**src/design/rmq_pkg.sv**
```systemverilog
`default_nettype none
package rmq_pkg;

   localparam int FRAC_BITS   = 14;
   localparam int DATA_W      = 16;
   localparam int ONE_Q       = 1 << FRAC_BITS;
   localparam int SUM_W       = DATA_W + 3;
   localparam int VAL_W       = DATA_W + 1;
   localparam int NUM_W       = DATA_W + 1;
   localparam int ROOT_W      = 16;
   localparam int RAD_W       = 2 * ROOT_W;
   localparam int REM_W       = ROOT_W + 4;
   localparam int SQRT_STAGES = ROOT_W / 2;
   localparam int DIV_W       = ROOT_W + 1;
   localparam int QUO_W       = FRAC_BITS;
   localparam int DIV_STAGES  = QUO_W / 2;
   localparam int LANES       = 3;
   localparam int HALF_W      = ROOT_W - 1;

   typedef struct packed {
      logic signed [DATA_W-1:0] m00;
      logic signed [DATA_W-1:0] m01;
      logic signed [DATA_W-1:0] m02;
      logic signed [DATA_W-1:0] m10;
      logic signed [DATA_W-1:0] m11;
      logic signed [DATA_W-1:0] m12;
      logic signed [DATA_W-1:0] m20;
      logic signed [DATA_W-1:0] m21;
      logic signed [DATA_W-1:0] m22;
   } req_type;

   typedef struct packed {
      logic signed [DATA_W-1:0] quat_w;
      logic signed [DATA_W-1:0] quat_x;
      logic signed [DATA_W-1:0] quat_y;
      logic signed [DATA_W-1:0] quat_z;
   } rsp_type;

   // nz: discriminant positive; diag: output slot that gets r/2
   typedef struct packed {
      logic                             nz;
      logic [1:0]                       diag;
      logic [LANES-1:0][NUM_W-1:0]      num;
   } job_type;

   typedef struct packed {
      job_type                          job;
      logic [RAD_W-1:0]                 rad;
      logic [REM_W-1:0]                 rem;
      logic [ROOT_W-1:0]                root;
   } sqrt_type;

   typedef struct packed {
      logic                             nz;
      logic [1:0]                       diag;
      logic [HALF_W-1:0]                half;
      logic [DIV_W-1:0]                 s;
      logic [LANES-1:0]                 neg;
      logic [LANES-1:0]                 ovf;
      logic [LANES-1:0][DIV_W-1:0]      rem;
      logic [LANES-1:0][QUO_W-1:0]      quo;
   } div_type;

endpackage
`default_nettype wire

```
**src/design/rmq_front.sv**
```systemverilog
`default_nettype none
module rmq_front (
   input  wire logic             clock,
   input  wire logic             reset,
   input  wire logic             adv,
   input  wire logic             in_valid,
   input  wire rmq_pkg::req_type in_data,
   output logic                  out_valid,
   output rmq_pkg::job_type      out_job,
   output logic [rmq_pkg::VAL_W-1:0] out_val
);

   logic                              valid_ff;
   rmq_pkg::job_type                  job_ff, job_in;
   logic [rmq_pkg::VAL_W-1:0]         val_ff, val_in;
   logic signed [rmq_pkg::SUM_W-1:0]  t, d0, d1, d2, dsel;
   logic signed [rmq_pkg::SUM_W-1:0]  a00, a11, a22, one_s;
   logic signed [rmq_pkg::NUM_W-1:0]  dx, dy, dz, sxy, sxz, syz;
   logic [1:0]                        sel;

   always_comb begin
      one_s = rmq_pkg::SUM_W'(rmq_pkg::ONE_Q);
      a00   = rmq_pkg::SUM_W'(in_data.m00);
      a11   = rmq_pkg::SUM_W'(in_data.m11);
      a22   = rmq_pkg::SUM_W'(in_data.m22);
      t     = one_s + a00 + a11 + a22;
      d0    = one_s + a00 - a11 - a22;
      d1    = one_s + a11 - a00 - a22;
      d2    = one_s + a22 - a00 - a11;
      dx    = rmq_pkg::NUM_W'(in_data.m21) - rmq_pkg::NUM_W'(in_data.m12);
      dy    = rmq_pkg::NUM_W'(in_data.m02) - rmq_pkg::NUM_W'(in_data.m20);
      dz    = rmq_pkg::NUM_W'(in_data.m10) - rmq_pkg::NUM_W'(in_data.m01);
      sxy   = rmq_pkg::NUM_W'(in_data.m01) + rmq_pkg::NUM_W'(in_data.m10);
      sxz   = rmq_pkg::NUM_W'(in_data.m02) + rmq_pkg::NUM_W'(in_data.m20);
      syz   = rmq_pkg::NUM_W'(in_data.m12) + rmq_pkg::NUM_W'(in_data.m21);
      // ties go to the later diagonal index
      if (in_data.m00 > in_data.m11) begin
         sel = (in_data.m00 > in_data.m22) ? 2'd0 : 2'd2;
      end else begin
         sel = (in_data.m11 > in_data.m22) ? 2'd1 : 2'd2;
      end
      case (sel)
         2'd0:    dsel = d0;
         2'd1:    dsel = d1;
         default: dsel = d2;
      endcase
      // lanes fill the three non-diagonal slots in ascending order
      if (t > 0) begin
         job_in.diag = 2'd0;
         job_in.num  = {dz, dy, dx};
         job_in.nz   = 1'b1;
         val_in      = t[rmq_pkg::VAL_W-1:0];
      end else begin
         case (sel)
            2'd0: begin
               job_in.diag = 2'd1;
               job_in.num  = {sxz, sxy, dx};
            end
            2'd1: begin
               job_in.diag = 2'd2;
               job_in.num  = {syz, sxy, dy};
            end
            default: begin
               job_in.diag = 2'd3;
               job_in.num  = {syz, sxz, dz};
            end
         endcase
         job_in.nz = (dsel > 0);
         val_in    = dsel[rmq_pkg::VAL_W-1:0];
      end
   end

   always_ff @(posedge clock) begin
      if (reset) begin
         valid_ff <= 1'b0;
      end else if (adv) begin
         valid_ff <= in_valid;
      end
   end

   always_ff @(posedge clock) begin
      if (adv) begin
         job_ff <= job_in;
         val_ff <= val_in;
      end
   end

   assign out_valid = valid_ff;
   assign out_job   = job_ff;
   assign out_val   = val_ff;

endmodule
`default_nettype wire

```
**src/design/rmq_sqrt.sv**
```systemverilog
`default_nettype none
module rmq_sqrt (
   input  wire logic                      clock,
   input  wire logic                      reset,
   input  wire logic                      adv,
   input  wire logic                      in_valid,
   input  wire rmq_pkg::job_type          in_job,
   input  wire logic [rmq_pkg::VAL_W-1:0] in_val,
   output logic                           out_valid,
   output rmq_pkg::sqrt_type              out_data
);

   localparam int N = rmq_pkg::SQRT_STAGES;

   rmq_pkg::sqrt_type st_ff [N];
   rmq_pkg::sqrt_type st_in [N];
   logic [N-1:0]      valid_ff;

   // two result bits per stage, restoring digit-by-digit square root
   always_comb begin
      rmq_pkg::sqrt_type                 cur;
      logic [rmq_pkg::REM_W-1:0]         trial;
      for (int i = 0; i < N; i++) begin
         if (i == 0) begin
            cur.job  = in_job;
            cur.rad  = rmq_pkg::RAD_W'({in_val, rmq_pkg::FRAC_BITS'(0)});
            cur.rem  = '0;
            cur.root = '0;
         end else begin
            cur = st_ff[i-1];
         end
         for (int k = 0; k < 2; k++) begin
            cur.rem = {cur.rem[rmq_pkg::REM_W-3:0], cur.rad[rmq_pkg::RAD_W-1 -: 2]};
            cur.rad = {cur.rad[rmq_pkg::RAD_W-3:0], 2'b00};
            trial   = rmq_pkg::REM_W'({cur.root, 2'b01});
            if (cur.rem >= trial) begin
               cur.rem  = cur.rem - trial;
               cur.root = {cur.root[rmq_pkg::ROOT_W-2:0], 1'b1};
            end else begin
               cur.root = {cur.root[rmq_pkg::ROOT_W-2:0], 1'b0};
            end
         end
         st_in[i] = cur;
      end
   end

   always_ff @(posedge clock) begin
      if (reset) begin
         valid_ff <= '0;
      end else if (adv) begin
         valid_ff <= {valid_ff[N-2:0], in_valid};
      end
   end

   always_ff @(posedge clock) begin
      if (adv) begin
         for (int i = 0; i < N; i++) begin
            st_ff[i] <= st_in[i];
         end
      end
   end

   assign out_valid = valid_ff[N-1];
   assign out_data  = st_ff[N-1];

endmodule
`default_nettype wire

```
**src/design/rmq_div.sv**
```systemverilog
`default_nettype none
module rmq_div (
   input  wire logic              clock,
   input  wire logic              reset,
   input  wire logic              adv,
   input  wire logic              in_valid,
   input  wire rmq_pkg::sqrt_type in_data,
   output logic                   out_valid,
   output rmq_pkg::div_type       out_data
);

   localparam int N = rmq_pkg::DIV_STAGES;
   localparam int W = rmq_pkg::DIV_W;

   rmq_pkg::div_type st_ff [N];
   rmq_pkg::div_type st_in [N];
   logic [N-1:0]     valid_ff;

   // |num|/s with two quotient bits per stage; |num| >= s saturates
   always_comb begin
      rmq_pkg::div_type           cur;
      logic [rmq_pkg::NUM_W-1:0]  mag;
      logic [W:0]                 r2;
      for (int i = 0; i < N; i++) begin
         if (i == 0) begin
            cur.nz   = in_data.job.nz;
            cur.diag = in_data.job.diag;
            cur.half = in_data.root[rmq_pkg::ROOT_W-1:1];
            cur.s    = {in_data.root, 1'b0};
            for (int l = 0; l < rmq_pkg::LANES; l++) begin
               cur.neg[l] = in_data.job.num[l][rmq_pkg::NUM_W-1];
               mag        = cur.neg[l] ? (~in_data.job.num[l] + 1'b1) : in_data.job.num[l];
               cur.ovf[l] = (W'(mag) >= cur.s);
               cur.rem[l] = W'(mag);
               cur.quo[l] = '0;
            end
         end else begin
            cur = st_ff[i-1];
         end
         for (int l = 0; l < rmq_pkg::LANES; l++) begin
            for (int k = 0; k < 2; k++) begin
               r2 = {cur.rem[l], 1'b0};
               if (r2 >= {1'b0, cur.s}) begin
                  r2         = r2 - {1'b0, cur.s};
                  cur.quo[l] = {cur.quo[l][rmq_pkg::QUO_W-2:0], 1'b1};
               end else begin
                  cur.quo[l] = {cur.quo[l][rmq_pkg::QUO_W-2:0], 1'b0};
               end
               cur.rem[l] = r2[W-1:0];
            end
         end
         st_in[i] = cur;
      end
   end

   always_ff @(posedge clock) begin
      if (reset) begin
         valid_ff <= '0;
      end else if (adv) begin
         valid_ff <= {valid_ff[N-2:0], in_valid};
      end
   end

   always_ff @(posedge clock) begin
      if (adv) begin
         for (int i = 0; i < N; i++) begin
            st_ff[i] <= st_in[i];
         end
      end
   end

   assign out_valid = valid_ff[N-1];
   assign out_data  = st_ff[N-1];

endmodule
`default_nettype wire

```
**src/design/rotation_matrix_to_quaternion.sv**
```systemverilog
// Converts one row-major 3x3 rotation matrix (signed Q1.14) into a unit quaternion
// (w, x, y, z) by Shepperd's method, each component saturated to +/-1.0. One matrix
// is accepted every cycle while the output is not stalled; it passes the trace and
// branch selection register, the square-root stages (two root bits per stage), the
// three parallel dividers' stages (two quotient bits per stage) and the output
// register. The whole pipeline holds while a result waits on rsp_ready. A matrix
// whose discriminant is not positive (not a rotation) gives all zeros.
`default_nettype none
module rotation_matrix_to_quaternion (
   input  wire logic             clock,
   input  wire logic             reset,
   input  wire logic             req_valid,
   output logic                  req_ready,
   input  wire rmq_pkg::req_type req_data,
   output logic                  rsp_valid,
   input  wire logic             rsp_ready,
   output rmq_pkg::rsp_type      rsp_data
);

   logic                          adv;
   logic                          f_valid, s_valid, d_valid;
   rmq_pkg::job_type              f_job;
   logic [rmq_pkg::VAL_W-1:0]     f_val;
   rmq_pkg::sqrt_type             s_data;
   rmq_pkg::div_type              d_data;
   logic                          rsp_valid_ff;
   rmq_pkg::rsp_type              rsp_ff, rsp_in;
   logic [3:0][rmq_pkg::DATA_W-1:0] slot;
   logic [rmq_pkg::LANES-1:0][rmq_pkg::DATA_W-1:0] lane_q;
   logic [rmq_pkg::DATA_W-1:0]    half_q, mag;

   assign adv       = !rsp_valid_ff || rsp_ready;
   assign req_ready = adv;

   rmq_front u_front (
      .clock, .reset, .adv,
      .in_valid  (req_valid),
      .in_data   (req_data),
      .out_valid (f_valid),
      .out_job   (f_job),
      .out_val   (f_val)
   );

   rmq_sqrt u_sqrt (
      .clock, .reset, .adv,
      .in_valid  (f_valid),
      .in_job    (f_job),
      .in_val    (f_val),
      .out_valid (s_valid),
      .out_data  (s_data)
   );

   rmq_div u_div (
      .clock, .reset, .adv,
      .in_valid  (s_valid),
      .in_data   (s_data),
      .out_valid (d_valid),
      .out_data  (d_data)
   );

   always_comb begin
      half_q = (rmq_pkg::DATA_W'(d_data.half) > rmq_pkg::DATA_W'(rmq_pkg::ONE_Q)) ?
               rmq_pkg::DATA_W'(rmq_pkg::ONE_Q) : rmq_pkg::DATA_W'(d_data.half);
      for (int l = 0; l < rmq_pkg::LANES; l++) begin
         mag       = d_data.ovf[l] ? rmq_pkg::DATA_W'(rmq_pkg::ONE_Q)
                                   : rmq_pkg::DATA_W'(d_data.quo[l]);
         lane_q[l] = d_data.neg[l] ? (~mag + 1'b1) : mag;
      end
      for (int j = 0; j < 4; j++) begin
         if (!d_data.nz) begin
            slot[j] = '0;
         end else if (d_data.diag == 2'(j)) begin
            slot[j] = half_q;
         end else if (2'(j) > d_data.diag) begin
            slot[j] = lane_q[(j == 0) ? 0 : j-1];
         end else begin
            slot[j] = lane_q[(j == 3) ? 2 : j];
         end
      end
      rsp_in.quat_w = slot[0];
      rsp_in.quat_x = slot[1];
      rsp_in.quat_y = slot[2];
      rsp_in.quat_z = slot[3];
   end

   always_ff @(posedge clock) begin
      if (reset) begin
         rsp_valid_ff <= 1'b0;
      end else if (adv) begin
         rsp_valid_ff <= d_valid;
      end
   end

   always_ff @(posedge clock) begin
      if (adv) begin
         rsp_ff <= rsp_in;
      end
   end

   assign rsp_valid = rsp_valid_ff;
   assign rsp_data  = rsp_ff;

endmodule
`default_nettype wire

```
**config.mk**
```make
export PLATFORM = sky130hd
export DESIGN_NAME = rotation_matrix_to_quaternion
export DESIGN_NICKNAME = d
export VERILOG_FILES = /design/src/design/rmq_pkg.sv /design/src/design/rmq_front.sv /design/src/design/rmq_sqrt.sv /design/src/design/rmq_div.sv /design/src/design/rotation_matrix_to_quaternion.sv
export SDC_FILE = /design/constraint.sdc
export NUM_CORES = 2
export LEC_CHECK = 0
export BUFFER_PORTS_ARGS = -buffer_cell sky130_fd_sc_hd__buf_2
export CAP_MARGIN = 40
export CORE_UTILIZATION = 59
export CTS_CLUSTER_DIAMETER = 100
export DETAILED_ROUTE_END_ITERATION = 12
export HOLD_SLACK_MARGIN = 0.03
export PLACE_DENSITY = 0.79
export SYNTH_ARGS = -nofsm -noshare
export SYNTH_HDL_FRONTEND = slang
export SYNTH_HIERARCHICAL = 1
export SYNTH_SLANG_ARGS = --single-unit
```
**constraint.sdc**
```tcl
create_clock -name clock -period 58 [get_ports clock]
set_input_delay 11.6 -clock clock [delete_from_list [all_inputs] [get_ports clock]]
set_output_delay 11.6 -clock clock [all_outputs]
set_load 0.02 [all_outputs]
```
Word-level counts from Yosys, hierarchy flattened

Memories as Yosys holds them, arrays and structs flattened.
Index checks and enable logic that the tools add are counted.

Magnitude comparators: 69
Equal/unequal tests: 4
Reduce and logical (&&, ||, !) cells: 4
Multiplexer cells: 141
Add/subtract/negate cells: 81
Bitwise gates (word level): 6

Operators with widths:

| kind                   | number |
|---|---|
| $mux 17                | 46 |
| $ge 18x17->1           | 42 |
| $sub 17x17->17         | 42 |
| $ge 20x18->1           | 14 |
| $mux 20                | 8 |
| $mux 16                | 9 |
| $mux 18                | 8 |
| $sub 20x18->20         | 7 |
| $sub 18x18->18         | 7 |
| $pmux 53 s2            | 1 |
| $mux 1                 | 60 |
| $mux 15                | 4 |
| $sub 19x16->19         | 3 |
| $sub 17x16->18         | 3 |
| $add 16x16->17         | 3 |
| $add 16x16->17 const A | 3 |
| $add 17x1->17 const B  | 3 |
| $ge 17x17->1           | 3 |
| $mux 51                | 1 |
| $not 17->17            | 3 |
| $sub 16x16->17         | 3 |
| $add 16x1->16 const B  | 3 |
| $gt 16x16->1           | 3 |
| $not 15->16            | 3 |
| 17 further kinds       | 23 |

Bits in registers: 152
Output and inout port bits: 66
RAM bits: 1882
Logic and storage cells: 321
Input port bits: 148
Memories kept: 2

Memory list:

| memory       | depth | width | read ports | clocked after memory_dff | write ports | line           | source |
|---|---|---|---|---|---|---|---|
| u_sqrt.st_ff | 8     | 118   | 8          | 0                        | 8           | rmq_sqrt.sv:15 | `rmq_pkg::sqrt_type st_ff [N];` |
| u_div.st_ff  | 7     | 134   | 7          | 0                        | 7           | rmq_div.sv:15  | `rmq_pkg::div_type st_ff [N];` |

Depth between registers and ports, before layout

An unclocked memory read counts as a cell.

Depth in word-level cells: 8
Depth in mapped cells: 28
Mapped depth without buffers: 26

By module

Netlist, hierarchy kept.

By module, submodules not included:

| module                        | area an instance (µm²) | instances | cells an instance | sequential area each (µm²) |
|---|---|---|---|---|
| rmq_div                       | 59643.5                | 1         | 6047              | 20529.7 |
| rmq_sqrt                      | 30412.9                | 1         | 2175              | 20129.3 |
| rmq_front                     | 14695.3                | 1         | 1724              | 2152.1 |
| rotation_matrix_to_quaternion | 4729.5                 | 1         | 534               | 1941.9 |

Worst setup path before layout

No wires, ideal clock.

Path type: input to output
From: input port rsp_ready
To: output port req_ready
Stages: 1
Arrival: 46.953 ns
Slack: -0.553 ns
Data required time: 46.400 ns
Buffers on the path: 0
Cell sequence: nand2b_1

Word-level cells in the longest chain between the ends: 1

Ends and longest elaborated chain:

| element          | line                                | source |
|---|---|---|
| start, declared  | rotation_matrix_to_quaternion.sv:16 | `input wire logic rsp_ready,` |
| $logic_or 1x1->1 | rotation_matrix_to_quaternion.sv:32 | `assign adv = !rsp_valid_ff \|\| rsp_ready;` |
| end, declared    | rotation_matrix_to_quaternion.sv:13 | `output logic req_ready,` |

Every way passes these cells.

Final worst setup path

Ends and elaborated chain as after synthesis.

==> tab_implementation.tex <==
\begin{tabular}{lr}
\hline
Metric & Value \\
\hline
\multicolumn{2}{l}{\textbf{Global routing}} \\
\quad Largest net degree at the start of global routing & 210 \\
\quad Vias in the first global route & 76,792 \\
\quad Total global routing overflow & 0 \\
\quad Antenna violations before repair & 8 \\
\quad First-pass GRT wire length & 420,000 um \\
\quad Global-route usage over all layers & 29.6\% \\
\multicolumn{2}{l}{\textbf{Run}} \\
\quad Maximum Capacitance Violations & 0 \\
\multicolumn{2}{l}{\textbf{Yosys}} \\
\quad Count of synthesis-stage warnings from yosys & 6 \\
\quad Post-synth design cell area & 0.105 mm\^{}2 \\
\quad Post-synth net total & 11,488 \\
\quad Mapped Cells & 10,107 \\
\quad Mean post-synth cell area & 10.4 um\^{}2 \\
\multicolumn{2}{l}{\textbf{Timing}} \\
\quad Final worst path period need & 24,020 ps \\
\quad Slew Limit Headroom & 30.5\% \\
\quad Hold Fails Final Rpt & 0 \\
\quad Setup violation total in the final timing report & 0 \\
\quad FMAX & 0.0416 GHz \\
\quad Worst clock skew on the final layout & 49.2 ps \\
\quad Final count of pins violating max slew & 0 \\
\quad Unrepaired setup endpoints after global routing & no \\
\quad Total negative setup slack & 0 ps \\
\quad Post-route fraction of the period consumed by the critical path & 41.4\% \\
\quad Actual transition at the worst max-transition pin & 1040 ps \\
\multicolumn{2}{l}{\textbf{Route}} \\
\quad Via count & 79,116 \\
\quad Wire per inst & 21.5 um \\
\quad Detail-routed via count per cell & 6.22 \\
\quad Pre-Repair DR Iteration Count & 12 \\
\quad Number of nets with antenna violations after routing & 0 \\
\quad DRC marker count from the first detailed-route iteration & 6,741 \\
\quad Wire length reported by the detailed router & 273,000 um \\
\quad DRC Markers & 34 \\
\multicolumn{2}{l}{\textbf{Outcome}} \\
\quad Failing checks & DRC \\
\quad Run status & finished, violations left \\
\multicolumn{2}{l}{\textbf{Critical path}} \\
\quad Capturing element of the worst setup path & req\_ready \\
\quad Startpoint-to-endpoint class of the critical path & primary input to primary output \\
\quad R2R cell count & 23 \\
\quad Critical Path End Type & primary output \\
\quad Launching element type of the critical path & primary input \\
\quad Critical path startpoint & rsp\_ready \\
\quad Data required time of the worst path & 46,400 ps \\
\quad Peak fanout along the critical path & 36 \\
\quad Slack of the worst reg-to-reg path & 50,140 ps \\
\quad Launch instance of the worst register-to-register path & u\_sqrt/st\_ff[1][419]\$\_DFFE\_PP\_ \\
\quad Data arrival, critical path & 12,420 ps \\
\quad Worst r2r dst & u\_div/st\_ff[0][71]\$\_DFFE\_PP\_ \\
\multicolumn{2}{l}{\textbf{Pwr}} \\
\quad Static leakage & 49.3 nW \\
\quad Total power per unit cell area & 69.7 mW/mm\^{}2 \\
\quad Worst vdd rail ir drop & 0.0371 mV \\
\multicolumn{2}{l}{\textbf{Clock network}} \\
\quad Clock Tree Buf Depth & 3 \\
\quad CTS H-tree lvls & 4 \\
\quad Buffer cell driving the clock tree root & sky130\_fd\_sc\_hd\_\_clkbuf\_16 \\
\quad Buffers inserted during post-CTS setup optimization & 0 \\
\quad Skew-Pair Late Insertion Delay & 820 ps \\
\quad Number of clock sinks & 1,428 \\
\quad CTS tree & done \\
\quad CTS Buf Count & 147 \\
\quad Post-CTS clock slew at the launch and capture registers of the worst setup and hold paths & 60 ps \\
\quad CTS Hold Bufs & 0 \\
\quad Number of gates resized after CTS & 0 \\
\multicolumn{2}{l}{\textbf{Min path}} \\
\quad Hold path depth & 0 \\
\quad Worst min-delay path class & flop to flop \\
\multicolumn{2}{l}{\textbf{Place}} \\
\quad Number of port buffers & 213 \\
\quad Placed wire-length estimate & 209,000 um \\
\quad Placement-stage cell area & 0.109 mm\^{}2 \\
\quad Routability Congestion & 0.940 \\
\multicolumn{2}{l}{\textbf{Floorplan}} \\
\quad Total I/O pin count & 214 \\
\quad Chip width & 424 um \\
\quad Number of core rows & 154 \\
\quad Initial standard-cell utilization of the core & 59.5\% \\
\quad Std-Cell Core Area & 0.177 mm\^{}2 \\
\quad Vert. Die Dim & 424 um \\
\quad Area of the die & 0.180 mm\^{}2 \\
\multicolumn{2}{l}{\textbf{Layout}} \\
\quad Final net count & 11,645 \\
\quad Final standard cell area without fillers & 0.114 mm\^{}2 \\
\quad Area Overhead vs Synth & 8.02\% \\
\quad Number of fill cells in the layout & 13,624 \\
\quad Share of cells above drive strength 1 & 10.5\% \\
\hline
\end{tabular}
## critical path, cell delays in order
cell and delay, ps:
sky130_fd_sc_hd__buf_2 70, sky130_fd_sc_hd__nand2b_4 470, sky130_fd_sc_hd__buf_2 270
## metrics by stage
step                      utilization, %  power [mW]  instances  worst slack, ps  hold WS, ps
after floorplan                        -        5.64      10107             1060          400
after global placement              61.3        6.67      12431            33960          401
after detailed placement            61.5        6.86      12454            33950          405
after CTS                           64.3        7.86      12724            33950          395
after global routing                64.3        8.42      12726            33910          407
final                               64.3        7.92      12728            33980          397
## cell type report
class	count	area, um^2	share of cell area, %
sequential	1428	42700	37.6
timing repair buffer	306	2130	1.87
clock inverter	88	1020	0.897
clock buffer	182	3810	3.35
antenna	3	7.51	0.00661
multi-input combinational	7692	58400	51.4
tap	2340	2930	2.58
inverter	689	2590	2.28
## placed cells by master (no fill, tap or decap), types with 207 or more instances in the layout
cell type	instances
sky130_fd_sc_hd__a21oi_1	748
sky130_fd_sc_hd__xnor2_1	522
sky130_fd_sc_hd__xor2_1	264
sky130_fd_sc_hd__buf_2	213
sky130_fd_sc_hd__nand2_1	576
sky130_fd_sc_hd__nor3_1	207
sky130_fd_sc_hd__inv_1	681
sky130_fd_sc_hd__mux2_2	395
sky130_fd_sc_hd__ha_1	1130
sky130_fd_sc_hd__a21o_1	274
sky130_fd_sc_hd__edfxtp_1	1411
sky130_fd_sc_hd__nor2_1	746
sky130_fd_sc_hd__o21ai_0	545
## state kept, by name (all words and copies together) (netlist names)
signal	flops
u_sqrt/st_ff	646
u_div/st_ff	630
rsp_data	64
u_front/out_job	54
u_front/out_val	17
u_sqrt/valid_ff	8
u_div/valid_ff	7
rsp_valid	1
u_front/out_valid	1
## worst min-delay path by stage
| stage | startpoint | end | slack, ps |
|---|---|---|---|
| 6_report | u_div/st_ff[2][3]$_DFFE_PP_ | u_div/st_ff[3][5]$_DFFE_PP_ | 400 |
| 4_1_cts | u_div/st_ff[2][3]$_DFFE_PP_ | u_div/st_ff[3][5]$_DFFE_PP_ | 390 |
| 5_1_grt | u_sqrt/st_ff[0][301]$_DFFE_PP_ | u_sqrt/st_ff[0][415]$_DFFE_PP_ | 410 |
| 3_5_place_dp | u_div/st_ff[0][98]$_DFFE_PP_ | u_div/st_ff[1][98]$_DFFE_PP_ | 400 |
| 3_3_place_gp | u_div/st_ff[1][3]$_DFFE_PP_ | u_div/st_ff[2][5]$_DFFE_PP_ | 400 |
| 2_1_floorplan | u_div/st_ff[0][131]$_DFFE_PP_ | u_div/st_ff[1][131]$_DFFE_PP_ | 400 |
## metal layers
layer / wire length, um / global-route usage, % / vias up
met1: 114000 / 37.7 / 37935
li1: - / - / 37747
met2: 133000 / 51.2 / 2809
met4: 11800 / 12.2 / 2
met5: 16 / 0 / -
met3: 15000 / 3.35 / 623
## where the power goes
part | switching (mW) | total (mW) | internal [mW]
combinational | 2.76 | 4.84 | 2.07
clock | 0.417 | 0.940 | 0.522
sequential | 0.296 | 2.14 | 1.85
(Power assumes the default switching activity.)
